===== src/bdm_pkg.sv =====
// Shared types and constants for the balanced delimiter matcher.
package bdm_pkg;

  localparam int STACK_DEPTH_DEF = 32;
  localparam int MAX_DELIM_DEF   = 8;
  localparam int POS_WIDTH_DEF   = 16;

  localparam int BYTE_W       = 8;
  localparam int PAT_W        = 64;
  localparam int LEN_W        = 4;
  localparam int POS_FIELD_W  = 16;
  localparam int STATUS_W     = 2;
  localparam int CFG_DATA_W   = 64;
  localparam int CFG_ADDR_W   = 5;
  localparam int OUT_USED_W   = STATUS_W + 2 * POS_FIELD_W;
  localparam int OUT_TDATA_W  = ((OUT_USED_W + 7) / 8) * 8;
  localparam int QUEUE_DEPTH  = 4;

  localparam logic [PAT_W-1:0] OPEN_PATTERN_RST  = 64'd123;
  localparam logic [PAT_W-1:0] CLOSE_PATTERN_RST = 64'd125;
  localparam logic [LEN_W-1:0] LENGTH_RST        = 4'd1;

  localparam logic [STATUS_W-1:0] STATUS_NONE     = 2'd0;
  localparam logic [STATUS_W-1:0] STATUS_FOUND    = 2'd1;
  localparam logic [STATUS_W-1:0] STATUS_OVERFLOW = 2'd2;

  typedef enum logic [1:0] {
    REG_OPEN_PATTERN,
    REG_OPEN_LENGTH,
    REG_CLOSE_PATTERN,
    REG_CLOSE_LENGTH
  } reg_index_t;

  typedef enum logic [1:0] {
    PH_WAIT,
    PH_OPEN,
    PH_FOUND,
    PH_OVER
  } phase_t;

  typedef struct packed {
    logic [PAT_W-1:0] open_pattern;
    logic [LEN_W-1:0] open_length;
    logic [PAT_W-1:0] close_pattern;
    logic [LEN_W-1:0] close_length;
  } cfg_t;

  typedef struct packed {
    logic [POS_FIELD_W-1:0] end_pos;
    logic [POS_FIELD_W-1:0] start_pos;
    logic [STATUS_W-1:0]    status;
  } result_t;

endpackage


===== src/bdm_regs.sv =====
// Configuration register file behind the APB-style port.
module bdm_regs (
  input  logic                            clk,
  input  logic                            rst,
  input  logic                            psel,
  input  logic                            penable,
  input  logic                            pwrite,
  input  logic [bdm_pkg::CFG_ADDR_W-1:0]  paddr,
  input  logic [bdm_pkg::CFG_DATA_W-1:0]  pwdata,
  output logic [bdm_pkg::CFG_DATA_W-1:0]  prdata,
  output logic                            pready,
  output bdm_pkg::cfg_t                   cfg
);
  import bdm_pkg::*;

  reg_index_t index;
  logic       wr_en;

  assign pready = 1'b1;
  assign index  = reg_index_t'(paddr[CFG_ADDR_W-1:3]);
  assign wr_en  = psel && penable && pwrite && pready;

  always_ff @(posedge clk) begin
    if (rst) begin
      cfg.open_pattern  <= OPEN_PATTERN_RST;
      cfg.open_length   <= LENGTH_RST;
      cfg.close_pattern <= CLOSE_PATTERN_RST;
      cfg.close_length  <= LENGTH_RST;
    end else if (wr_en) begin
      case (index)
        REG_OPEN_PATTERN:  cfg.open_pattern  <= pwdata;
        REG_OPEN_LENGTH:   cfg.open_length   <= pwdata[LEN_W-1:0];
        REG_CLOSE_PATTERN: cfg.close_pattern <= pwdata;
        REG_CLOSE_LENGTH:  cfg.close_length  <= pwdata[LEN_W-1:0];
        default: ;
      endcase
    end
  end

  always_comb begin
    case (index)
      REG_OPEN_PATTERN:  prdata = cfg.open_pattern;
      REG_OPEN_LENGTH:   prdata = CFG_DATA_W'(cfg.open_length);
      REG_CLOSE_PATTERN: prdata = cfg.close_pattern;
      REG_CLOSE_LENGTH:  prdata = CFG_DATA_W'(cfg.close_length);
      default:           prdata = '0;
    endcase
  end

endmodule


===== src/bdm_front.sv =====
// Front end: byte window, position count and delimiter classification.
module bdm_front #(
  parameter int MAX_DELIM = bdm_pkg::MAX_DELIM_DEF,
  parameter int POS_WIDTH = bdm_pkg::POS_WIDTH_DEF,
  parameter int ENTRY_W   = 2 * bdm_pkg::MAX_DELIM_DEF + bdm_pkg::POS_WIDTH_DEF + 5
) (
  input  logic                        clk,
  input  logic                        rst,
  input  bdm_pkg::cfg_t               cfg,
  input  logic                        in_valid,
  input  logic                        in_ready,
  input  logic [bdm_pkg::BYTE_W-1:0]  in_byte,
  input  logic                        in_last,
  output logic                        push,
  output logic [ENTRY_W-1:0]          entry
);
  import bdm_pkg::*;

  localparam int PW1 = POS_WIDTH + 1;
  localparam int LAG = MAX_DELIM - 1;
  localparam int IW  = (MAX_DELIM > 1) ? $clog2(MAX_DELIM) : 1;

  logic [BYTE_W-1:0]    win     [MAX_DELIM];
  logic [BYTE_W-1:0]    shifted [MAX_DELIM];
  logic [PW1-1:0]       pos;
  logic [LEN_W-1:0]     open_n;
  logic [LEN_W-1:0]     close_n;
  logic [MAX_DELIM-1:0] open_hit;
  logic [MAX_DELIM-1:0] close_hit;
  logic [IW-1:0]        start_idx;
  logic                 accept;
  logic                 judged_now;

  function automatic logic [LEN_W-1:0] clamp_len(input logic [LEN_W-1:0] len);
    logic [LEN_W-1:0] n;
    n = len;
    if (len == '0)
      n = LEN_W'(1);
    else if (len > LEN_W'(MAX_DELIM))
      n = LEN_W'(MAX_DELIM);
    return n;
  endfunction

  assign open_n  = clamp_len(cfg.open_length);
  assign close_n = clamp_len(cfg.close_length);

  always_comb begin
    for (int i = 0; i < MAX_DELIM - 1; i++)
      shifted[i] = win[i + 1];
    shifted[MAX_DELIM-1] = in_byte;
  end

  // Hit at start i: the delimiter fits the window and every byte compares equal.
  always_comb begin
    for (int i = 0; i < MAX_DELIM; i++) begin
      open_hit[i]  = (i + int'(open_n)) <= MAX_DELIM;
      close_hit[i] = (i + int'(close_n)) <= MAX_DELIM;
      for (int k = 0; k < MAX_DELIM; k++) begin
        if (i + k < MAX_DELIM) begin
          if (k < int'(open_n) && shifted[i+k] != cfg.open_pattern[8*k +: 8])
            open_hit[i] = 1'b0;
          if (k < int'(close_n) && shifted[i+k] != cfg.close_pattern[8*k +: 8])
            close_hit[i] = 1'b0;
        end
      end
    end
  end

  assign accept     = in_valid && in_ready;
  assign judged_now = pos >= PW1'(LAG);
  assign start_idx  = judged_now ? '0 : IW'(PW1'(LAG) - pos);
  assign push       = accept && (in_last || judged_now);
  assign entry      = {start_idx, in_last, pos, close_hit, open_hit};

  always_ff @(posedge clk) begin
    if (rst) begin
      pos <= '0;
    end else if (accept) begin
      if (in_last)
        pos <= '0;
      else if (pos != '1)
        pos <= pos + PW1'(1);
    end
  end

  always_ff @(posedge clk) begin
    if (accept)
      win <= shifted;
  end

endmodule


===== src/bdm_queue.sv =====
// Short queue of classified bytes between front and back end.
module bdm_queue #(
  parameter int WIDTH = 8
) (
  input  logic             clk,
  input  logic             rst,
  input  logic             push,
  input  logic [WIDTH-1:0] push_data,
  output logic             ready,
  input  logic             pop,
  output logic             valid,
  output logic [WIDTH-1:0] pop_data
);
  import bdm_pkg::*;

  localparam int PTR_W = $clog2(QUEUE_DEPTH);
  localparam int CNT_W = $clog2(QUEUE_DEPTH + 1);

  logic [WIDTH-1:0] slots [QUEUE_DEPTH];
  logic [PTR_W-1:0] wr_ptr;
  logic [PTR_W-1:0] rd_ptr;
  logic [CNT_W-1:0] count;
  logic             do_push;
  logic             do_pop;

  assign ready    = count != CNT_W'(QUEUE_DEPTH);
  assign valid    = count != '0;
  assign pop_data = slots[rd_ptr];
  assign do_push  = push && ready;
  assign do_pop   = pop && valid;

  always_ff @(posedge clk) begin
    if (rst) begin
      wr_ptr <= '0;
      rd_ptr <= '0;
      count  <= '0;
    end else begin
      if (do_push)
        wr_ptr <= (wr_ptr == PTR_W'(QUEUE_DEPTH - 1)) ? '0 : wr_ptr + PTR_W'(1);
      if (do_pop)
        rd_ptr <= (rd_ptr == PTR_W'(QUEUE_DEPTH - 1)) ? '0 : rd_ptr + PTR_W'(1);
      if (do_push && !do_pop)
        count <= count + CNT_W'(1);
      else if (do_pop && !do_push)
        count <= count - CNT_W'(1);
    end
  end

  always_ff @(posedge clk) begin
    if (do_push)
      slots[wr_ptr] <= push_data;
  end

endmodule


===== src/bdm_back.sv =====
// Back end: opener stack, leftmost pair tracking and result register.
module bdm_back #(
  parameter int STACK_DEPTH = bdm_pkg::STACK_DEPTH_DEF,
  parameter int MAX_DELIM   = bdm_pkg::MAX_DELIM_DEF,
  parameter int POS_WIDTH   = bdm_pkg::POS_WIDTH_DEF,
  parameter int ENTRY_W     = 2 * bdm_pkg::MAX_DELIM_DEF + bdm_pkg::POS_WIDTH_DEF + 5
) (
  input  logic               clk,
  input  logic               rst,
  input  logic               q_valid,
  input  logic [ENTRY_W-1:0] q_data,
  output logic               q_pop,
  output logic               out_valid,
  input  logic               out_ready,
  output bdm_pkg::result_t   out_data
);
  import bdm_pkg::*;

  localparam int PW1 = POS_WIDTH + 1;
  localparam int LAG = MAX_DELIM - 1;
  localparam int IW  = (MAX_DELIM > 1) ? $clog2(MAX_DELIM) : 1;
  localparam int LVW = $clog2(STACK_DEPTH + 1);
  localparam int AW  = (STACK_DEPTH > 1) ? $clog2(STACK_DEPTH) : 1;

  // Top two stack entries live in registers, deeper ones in memory.
  logic [POS_WIDTH-1:0] stack_mem [STACK_DEPTH];
  logic [POS_WIDTH-1:0] rd_q;

  phase_t               phase, phase_j;
  logic [LVW-1:0]       level, level_j, level_next, level_m3, level_m2;
  logic [POS_WIDTH-1:0] top, top_j, sec, sec_j;
  logic [POS_WIDTH-1:0] lms, lms_j, lme, lme_j, popped;
  logic                 lmv, lmv_j;
  logic                 mem_we, wen;
  logic [AW-1:0]        raddr, waddr;

  logic                 active;
  logic [IW-1:0]        idx_reg, idx, end_idx;

  logic [MAX_DELIM-1:0] e_open, e_close;
  logic [PW1-1:0]       e_pos, s;
  logic                 e_last;
  logic [IW-1:0]        e_start;
  logic [POS_WIDTH-1:0] s_pos;

  logic s_over, full, hunting, push_try, push_fail, do_push, close_try;
  logic done_entry, out_free, step, finish;
  result_t result;
  logic [POS_FIELD_W+POS_WIDTH-1:0] start_ext, end_ext;

  assign e_open  = q_data[MAX_DELIM-1:0];
  assign e_close = q_data[2*MAX_DELIM-1:MAX_DELIM];
  assign e_pos   = q_data[2*MAX_DELIM +: PW1];
  assign e_last  = q_data[2*MAX_DELIM+PW1];
  assign e_start = q_data[2*MAX_DELIM+PW1+1 +: IW];

  // A final byte walks all pending starts, one per cycle; the last start waits until the output is free.
  assign idx        = active ? idx_reg : e_start;
  assign end_idx    = e_last ? IW'(MAX_DELIM - 1) : '0;
  assign done_entry = idx == end_idx;
  assign out_free   = !out_valid || out_ready;
  assign step       = q_valid && (!(done_entry && e_last) || out_free);
  assign finish     = step && done_entry && e_last;
  assign q_pop      = step && done_entry;

  assign s      = e_pos + PW1'(idx) - PW1'(LAG);
  assign s_pos  = s[POS_WIDTH-1:0];
  assign s_over = s[POS_WIDTH];
  assign full   = level == LVW'(STACK_DEPTH);

  assign hunting   = (phase == PH_WAIT) || (phase == PH_OPEN);
  assign push_try  = hunting && e_open[idx];
  assign push_fail = push_try && (s_over || full);
  assign do_push   = push_try && !push_fail;
  assign close_try = !push_fail && (do_push || phase == PH_OPEN) && e_close[idx];

  // Next state of the search for one delimiter start.
  always_comb begin
    phase_j = phase;
    level_j = level;
    top_j   = top;
    sec_j   = sec;
    lms_j   = lms;
    lme_j   = lme;
    lmv_j   = lmv;
    mem_we  = 1'b0;
    popped  = do_push ? s_pos : top;
    if (push_fail) begin
      phase_j = PH_OVER;
    end else if (close_try && s_over) begin
      phase_j = PH_OVER;
    end else if (close_try && (level == '0 || (level == LVW'(1) && !do_push))) begin
      lms_j   = popped;
      lme_j   = s_pos;
      lmv_j   = 1'b1;
      level_j = '0;
      phase_j = PH_FOUND;
    end else if (close_try) begin
      if (!lmv || popped < lms) begin
        lms_j = popped;
        lme_j = s_pos;
        lmv_j = 1'b1;
      end
      // An opener and closer at one start cancel out on the stack.
      if (!do_push) begin
        level_j = level - LVW'(1);
        top_j   = sec;
        sec_j   = rd_q;
      end
    end else if (do_push) begin
      phase_j = PH_OPEN;
      level_j = level + LVW'(1);
      top_j   = s_pos;
      sec_j   = top;
      mem_we  = level >= LVW'(2);
    end
  end

  // Result of the string from the state after its last judge step.
  always_comb begin
    start_ext = {{POS_FIELD_W{1'b0}}, lms_j};
    end_ext   = {{POS_FIELD_W{1'b0}}, lme_j};
    result    = '0;
    if (phase_j == PH_OVER) begin
      result.status = STATUS_OVERFLOW;
    end else if ((phase_j == PH_FOUND || phase_j == PH_OPEN) && lmv_j) begin
      result.status    = STATUS_FOUND;
      result.start_pos = start_ext[POS_FIELD_W-1:0];
      result.end_pos   = end_ext[POS_FIELD_W-1:0];
    end else begin
      result.status = STATUS_NONE;
    end
  end

  assign level_next = finish ? '0 : (step ? level_j : level);
  assign level_m3   = level_next - LVW'(3);
  assign level_m2   = level - LVW'(2);
  assign raddr      = level_m3[AW-1:0];
  assign waddr      = level_m2[AW-1:0];
  assign wen        = step && mem_we;

  always_ff @(posedge clk) begin
    if (wen)
      stack_mem[waddr] <= sec;
    rd_q <= (wen && waddr == raddr) ? sec : stack_mem[raddr];
  end

  always_ff @(posedge clk) begin
    if (rst) begin
      phase     <= PH_WAIT;
      level     <= '0;
      lms       <= '0;
      lme       <= '0;
      lmv       <= 1'b0;
      active    <= 1'b0;
      out_valid <= 1'b0;
    end else begin
      if (step) begin
        active <= !done_entry;
        if (finish) begin
          phase <= PH_WAIT;
          level <= '0;
          lms   <= '0;
          lme   <= '0;
          lmv   <= 1'b0;
        end else begin
          phase <= phase_j;
          level <= level_j;
          lms   <= lms_j;
          lme   <= lme_j;
          lmv   <= lmv_j;
        end
      end
      out_valid <= finish || (out_valid && !out_ready);
    end
  end

  always_ff @(posedge clk) begin
    if (step) begin
      top     <= top_j;
      sec     <= sec_j;
      idx_reg <= idx + IW'(1);
    end
    if (finish)
      out_data <= result;
  end

  assert property (@(posedge clk) disable iff (rst) level <= LVW'(STACK_DEPTH))
    else $error("stack level beyond depth");
  assert property (@(posedge clk) disable iff (rst) phase == PH_FOUND |-> lmv)
    else $error("found phase without a recorded pair");
  assert property (@(posedge clk) disable iff (rst) phase == PH_WAIT |-> level == '0)
    else $error("stack not empty before first opener");
  assert property (@(posedge clk) disable iff (rst) phase == PH_OPEN |-> level != '0)
    else $error("open phase with empty stack");
  assert property (@(posedge clk) disable iff (rst) finish |=> out_valid)
    else $error("finished string produced no result");

endmodule


===== src/balanced_delimiter_match.sv =====
// Throughput: one subject byte per cycle while the queue has room; the last byte of a string
//   holds the back end while it judges each delimiter start still pending there.
// Result: with the queue empty and the output free, the result becomes valid once the back
//   end has judged every start pending at the last byte, one judge step per cycle.
// Reset: synchronous, active high; registers return to their defaults, search state
//   clears at once, and the opener stack memory is not cleared.
module balanced_delimiter_match #(
  parameter int STACK_DEPTH = bdm_pkg::STACK_DEPTH_DEF,
  parameter int MAX_DELIM   = bdm_pkg::MAX_DELIM_DEF,
  parameter int POS_WIDTH   = bdm_pkg::POS_WIDTH_DEF
) (
  input  logic                             clk,
  input  logic                             rst,
  input  logic                             psel,
  input  logic                             penable,
  input  logic                             pwrite,
  input  logic [bdm_pkg::CFG_ADDR_W-1:0]   paddr,
  input  logic [bdm_pkg::CFG_DATA_W-1:0]   pwdata,
  output logic [bdm_pkg::CFG_DATA_W-1:0]   prdata,
  output logic                             pready,
  input  logic                             s_tvalid,
  output logic                             s_tready,
  input  logic [bdm_pkg::BYTE_W-1:0]       s_tdata,   // [7:0] subject_byte
  input  logic                             s_tlast,   // last_byte
  output logic                             m_tvalid,
  input  logic                             m_tready,
  // [1:0] match_status, [17:2] start_position, [33:18] end_position, rest zero
  output logic [bdm_pkg::OUT_TDATA_W-1:0]  m_tdata
);
  import bdm_pkg::*;

  localparam int IW      = (MAX_DELIM > 1) ? $clog2(MAX_DELIM) : 1;
  localparam int ENTRY_W = 2 * MAX_DELIM + POS_WIDTH + 2 + IW;

  cfg_t               cfg;
  logic               q_push, q_valid, q_pop;
  logic [ENTRY_W-1:0] q_in, q_out;
  result_t            res;

  bdm_regs u_regs (
    .clk     (clk),
    .rst     (rst),
    .psel    (psel),
    .penable (penable),
    .pwrite  (pwrite),
    .paddr   (paddr),
    .pwdata  (pwdata),
    .prdata  (prdata),
    .pready  (pready),
    .cfg     (cfg)
  );

  bdm_front #(
    .MAX_DELIM (MAX_DELIM),
    .POS_WIDTH (POS_WIDTH),
    .ENTRY_W   (ENTRY_W)
  ) u_front (
    .clk      (clk),
    .rst      (rst),
    .cfg      (cfg),
    .in_valid (s_tvalid),
    .in_ready (s_tready),
    .in_byte  (s_tdata),
    .in_last  (s_tlast),
    .push     (q_push),
    .entry    (q_in)
  );

  bdm_queue #(
    .WIDTH (ENTRY_W)
  ) u_queue (
    .clk       (clk),
    .rst       (rst),
    .push      (q_push),
    .push_data (q_in),
    .ready     (s_tready),
    .pop       (q_pop),
    .valid     (q_valid),
    .pop_data  (q_out)
  );

  bdm_back #(
    .STACK_DEPTH (STACK_DEPTH),
    .MAX_DELIM   (MAX_DELIM),
    .POS_WIDTH   (POS_WIDTH),
    .ENTRY_W     (ENTRY_W)
  ) u_back (
    .clk       (clk),
    .rst       (rst),
    .q_valid   (q_valid),
    .q_data    (q_out),
    .q_pop     (q_pop),
    .out_valid (m_tvalid),
    .out_ready (m_tready),
    .out_data  (res)
  );

  assign m_tdata = {{(OUT_TDATA_W - OUT_USED_W){1'b0}}, res.end_pos, res.start_pos, res.status};

endmodule


===== config.mk =====
export PLATFORM = sky130hd
export DESIGN_NAME = balanced_delimiter_match
export DESIGN_NICKNAME = d
export VERILOG_FILES = /design/src/bdm_pkg.sv /design/src/bdm_regs.sv /design/src/bdm_front.sv /design/src/bdm_queue.sv /design/src/bdm_back.sv /design/src/balanced_delimiter_match.sv
export SDC_FILE = /design/constraint.sdc
export NUM_CORES = 2
export LEC_CHECK = 0
export CAP_MARGIN = 25
export CORE_ASPECT_RATIO = 0.8
export CORE_UTILIZATION = 42
export CTS_CLUSTER_DIAMETER = 50
export CTS_CLUSTER_SIZE = 28
export DETAILED_ROUTE_END_ITERATION = 10
export DONT_BUFFER_PORTS = 1
export PLACE_DENSITY_LB_ADDON = 0.08
export SLEW_MARGIN = 20
export SYNTH_ARGS = -nofsm -noshare
export SYNTH_HDL_FRONTEND = slang
export SYNTH_HIERARCHICAL = 1
export SYNTH_SLANG_ARGS = --single-unit

===== constraint.sdc =====
create_clock -name clk -period 7.5 [get_ports clk]
set_input_delay 0.75 -clock clk [delete_from_list [all_inputs] [get_ports clk]]
set_output_delay 0.75 -clock clk [all_outputs]
set_load 0.1 [all_outputs]

==> Word-level counts from Yosys, hierarchy flattened <==
Memory sizes are Yosys's and may differ from the RTL's. A register that Yosys moved wholly into a read port is not among the register bits.
Cells that the tools add are included.
{ "word_totals": {"inputBits": 85, "out_inout_bits": 107, "word_cells": 456, "reg_bits": 328, "ram_bits": 660, "mem_count": 2} }
{ "mem_list": {"columns": ["name", "words", "width", "read_ports", "rd_ports_with_merged_regs", "write_ports", "line", "text"], "rows": [
  ["u_back.stack_mem", 32, 16, 1, 1, 1, "bdm_back.sv:26", "logic [POS_WIDTH-1:0] stack_mem [STACK_DEPTH];"],
  ["u_queue.slots", 4, 37, 1, 1, 1, "bdm_queue.sv:19", "logic [WIDTH-1:0] slots [QUEUE_DEPTH];"]
]} }
{ "classes": {"magnitude_cmp": 38, "n_reduce_logical": 130, "n_addsub": 27, "n_bitwise": 4, "eq_ne": 87, "muxes": 140} }
{ "op_table": {"columns": ["op", "n"], "rows": [
  ["$ne 8x8->1", 72],
  ["$le 32x5->1 const B", 14],
  ["$mux 16", 17],
  ["$pmux 64 s4", 1],
  ["$logic_and 1x1->1", 95],
  ["$mux 1", 90],
  ["$mux 6", 7],
  ["$add 3x4->5 const A", 8],
  ["$mux 17", 2],
  ["$lt 3x4->1 const A", 8],
  ["$add 2x4->5 const A", 4],
  ["$mux 2", 10],
  ["$add 17x1->17 const B", 1],
  ["$add 17x3->17", 1],
  ["$ge 17x3->1 const B", 1],
  ["$ne 17x17->1 const B", 1],
  ["$sub 17x3->17 const B", 1],
  ["$lt 1x4->1 const A", 4],
  ["$lt 16x16->1", 1],
  ["$lt 2x4->1 const A", 4],
  ["$mux 4", 4],
  ["$mux 3", 5],
  ["$eq 2x2->1 const B", 6],
  ["$add 1x4->5 const A", 2],
  ["31 further kinds", 67]
]} }

==> Depth between registers and ports, before layout <==
{ "depth": {"word_depth": 19, "ltp_mapped": 26, "mapped_depth_nobuf": 22} }

==> Hierarchy <==
The synthesis kept the hierarchy.
{ "modules_own_cells": {"columns": ["mod", "area_per_inst_um2", "cells_each", "seq_area_each_um2", "instances"], "rows": [
  ["bdm_back", 25833.5, 1414, 18407.7, 1],
  ["bdm_front", 9880.7, 1155, 2021.9, 1],
  ["bdm_regs", 6588.8, 731, 2722.6, 1],
  ["bdm_queue", 5808.1, 241, 4624.4, 1],
  ["balanced_delimiter_match", 48.8, 7, 0.0, 1]
]} }

==> Worst setup path after synthesis <==
No wires, ideal clock.
{ "synth_timing": {"kind": "reg-to-reg", "startpoint": "reg with a tool-made name", "endpoint": "reg u_back/out_data[23] in the netlist's numbering (data pin)", "required_time_ns": 7.228, "arrival_ns": 5.799, "slack_ns": 1.429, "stages_incl_launch_ff": 26, "path_buffers": 5, "setup_ns": 0.272, "cell_sequence": "dfxtp_1 -> buf_2 -> buf_4 -> mux4_2 -> mux2i_1 -> ha_1 -> fa_1 -> inv_1 -> a2111o_1 -> o31a_1 -> nor3_1 -> nand2_1 -> buf_1 -> nand2_1 -> o21ai_0 -> ha_1 -> a21o_1 -> a21o_1 -> a21oi_1 -> o21ai_0 -> o211ai_1 -> a221oi_2 -> nor2_1 -> buf_2 -> buf_2 -> a211oi_1"} }
{ "synth_lines": {"columns": ["element", "line", "text"], "rows": [
  ["end signal, assigned", "bdm_back.sv:185", "out_data <= result;"],
  ["end, declared", "bdm_back.sv:15", "output bdm_pkg::result_t out_data"]
]} }

==> impl_metrics.tcl <==
set metrics [dict create \
    dp_hpwl_mm 87.2 \
    ys_types 79 \
    ys_ff_latch 995 \
    grt_pass1_wl_mm 203 \
    wl_mm 139 \
    largestRegisters "u_back/stack_mem (512), u_queue/slots (148), u_regs/cfg (136)" \
    vias 29500 \
    yosys_warnings 6 \
    timing.fmax_mhz 149 \
    fin_nets 3603 \
    grt_pass1_vias 29300 \
    netlist_area_mm2 0.0482 \
    hold_ws_ns 0.143 \
    tritoncts "yes" \
    antenna_found_initial 2 \
    final_common_cell "edfxtp_1" \
    synth-edff-count 785 \
    numCtsBuffers 97 \
    hp-start "s_tlast" \
    fin_crit_sh_pct 89.3 \
    syn_avg_cell_area_um2 13.6 \
    path_max_fanout 22 \
    groute.usage.overall_pct 23.7 \
    final_cell_area_mm2 0.0537 \
    slew_headroom_pct 25.4 \
    regMostFlops "u_back/stack_mem" \
    wl_per_cell_um 27.5 \
    dieArea_mm2 0.116 \
    tns_ns 0 \
    hp-class "primary input to flip-flop" \
    drtAntennaViolNets 0 \
    ir_drop_mv 0.262 \
    arrival_ns 7.31 \
    place.gp.congestion 0.905 \
    grt_max_degree 227 \
    cts.clk_slew.worst_paths_ns 0.07 \
    syn_to_final_growth_pct 11.4 \
    cp-start-kind "flip-flop" \
    drive_above_1_share_pct 16.9 \
    cts_max_path_buffers 3 \
    cts_resized 0 \
    ff2ff_setup_slack_ns 0.80 \
    largest_register_ffs 512 \
    fin_worst_skew_ns 0.0433 \
    die_h_um 305 \
    tightest_slew_ns 1.12 \
    cts_setup_buffers 0 \
    timing.rr.end "u_back/lms[12]$_SDFFE_PP0P_" \
    utilization_pct 47.4 \
    finalHoldViolCount 0 \
    maxSlewViolCount 0 \
    grt_overflow 0 \
    rsz0062_at_grt "false" \
    r2r_cells 21 \
    power.density_mw_per_mm2 312 \
    period_needed_ns 6.70 \
    die_x_um 381 \
    status "finished, final reports clean" \
    maxCapViolations 0 \
    cp-end-kind "flip-flop" \
    async_flop_share_pct 0 \
    syn_inst 3548 \
    hold_buffers 0 \
    cts.sinks 995 \
    ios 192 \
    drc 0 \
    ys.flop_type "edfxtp_1" \
    dr.pass1.iters 6 \
    row_count 110 \
    start_util_pct 42.6 \
    setup_violations 0 \
    cp.required_ns 8.11 \
    synth-seq-area-share_pct 57.7 \
    path_class "flip-flop to flip-flop" \
    layout_common_cells "785 x edfxtp_1, 384 x xor2_1, 227 x xnor2_1, 204 x dfxtp_1, 202 x mux4_2" \
    clk_latency_ns 0.72 \
    cts_root_buf "clkbuf_16" \
    via_per_inst 5.81 \
    portBuffers 0 \
    htree_num_levels 3 \
    p_leak_nw 18.0 \
    post_dp_cell_area_mm2 0.0498 \
    first_iter_violations 2488 \
    core_area_mm2 0.113 \
    critPathCapture "u_back/lms[12]$_SDFFE_PP0P_" \
]
==> final cells by class <==
cell class | instances | area (um2)
inverter | 41 | 155
antenna | 3 | 7.51
clock inverter | 79 | 973
fill | 9802 | 59500
sequential | 995 | 27800
clock buffer | 104 | 2490
timing repair buffer | 119 | 1250
tap | 1512 | 1890
multi-input combinational | 2222 | 19100
==> synthesized netlist by cell type, types with 22 or more instances <==
master	count	area, um2
nor2_1	216	811
dfxtp_1	210	4200
nand4_1	67	419
nor4_1	106	663
nand3_1	22	110
edfxtp_1	785	23600
buf_1	36	135
a211oi_1	40	300
nor2b_1	87	544
inv_1	39	146
o21ai_1	83	415
mux4_2	202	4550
xnor2_1	227	1990
ha_1	40	500
a21oi_1	81	405
nand2b_1	141	882
xor2_1	384	3360
buf_2	66	330
o21ai_0	83	415
mux2i_1	173	1730
nand2_1	70	263
clkbuf_1	162	608
nor3_1	27	135
==> power breakdown <==
group | leakage [nW] | switching, mW | internal (mW) | total, mW
Combinational | 7.57 | 2.38 | 1.47 | 3.84
Sequential | 8.78 | 0.817 | 6.85 | 7.67
Clock | 1.69 | 2.42 | 2.80 | 5.22
==> critical path, stage by stage (launching register included) <==
cell and delay [ns]:
dfxtp_2 0.76, mux4_2 0.47, mux2i_1 0.32, inv_1 0.19, ha_1 0.37, a2111o_1 0.49, o31a_1 0.36, nor3_1 0.32
nand2_2 0.23, buf_4 0.32, o21ai_0 0.44, ha_1 0.23, a21o_1 0.11, a21o_1 0.10, a21oi_1 0.08, a211oi_1 0.26
o211ai_1 0.13, a221oi_2 0.44, or4_1 0.18, buf_4 0.22, clkinv_2 0.28, a22o_1 0.27
==> routing by layer <==
metal / GRT usage, % / share of wire (%) / up-vias
met5: 0 / 0 / -
met4: 5.69 / 2.2 / 0
met3: 5.03 / 7.1 / 208
met2: 35.8 / 45 / 1057
met1: 34.8 / 46 / 15200
li1: - / - / 13000
==> metrics by stage <==
stage          setup WS, ns  std cells  total power [mW]
6_report              0.799       5075              16.7
5_1_grt               0.302       5072              17.4
4_1_cts               0.765       5051              16.7
3_5_place_dp          0.785       4868              11.5
3_3_place_gp          0.917       4859              11.3
2_1_floorplan          1.43       3553              10.2
==> kinds of logic after synthesis <==
logic type,count (synthesis),synth area share [%]
flops,995,57.7
simple gates,803,8.98
xor+xnor,611,11.1
compound gates,383,4.93
mux,376,13.1
buf+inv,336,3.11
fa+ha+maj,42,1.12
other cells,2,0.0156
==> worst min path at each step <==
stage                                     end  slack (ns)  cells past startpoint
3_5_place_dp      u_back/lme[12]$_SDFFE_PP0P_        0.45                      1
4_1_cts          u_back/level[2]$_SDFFE_PP0P_        0.07                      1
3_3_place_gp       u_back/lme[2]$_SDFFE_PP0P_        0.44                      1
5_1_grt        u_queue/slots[0][33]$_DFFE_PP_        0.11                      0
6_report       u_queue/slots[0][33]$_DFFE_PP_        0.14                      0
2_1_floorplan   u_front/shifted[16]$_DFFE_PP_        0.42                      0
(Power assumes the default switching activity.)
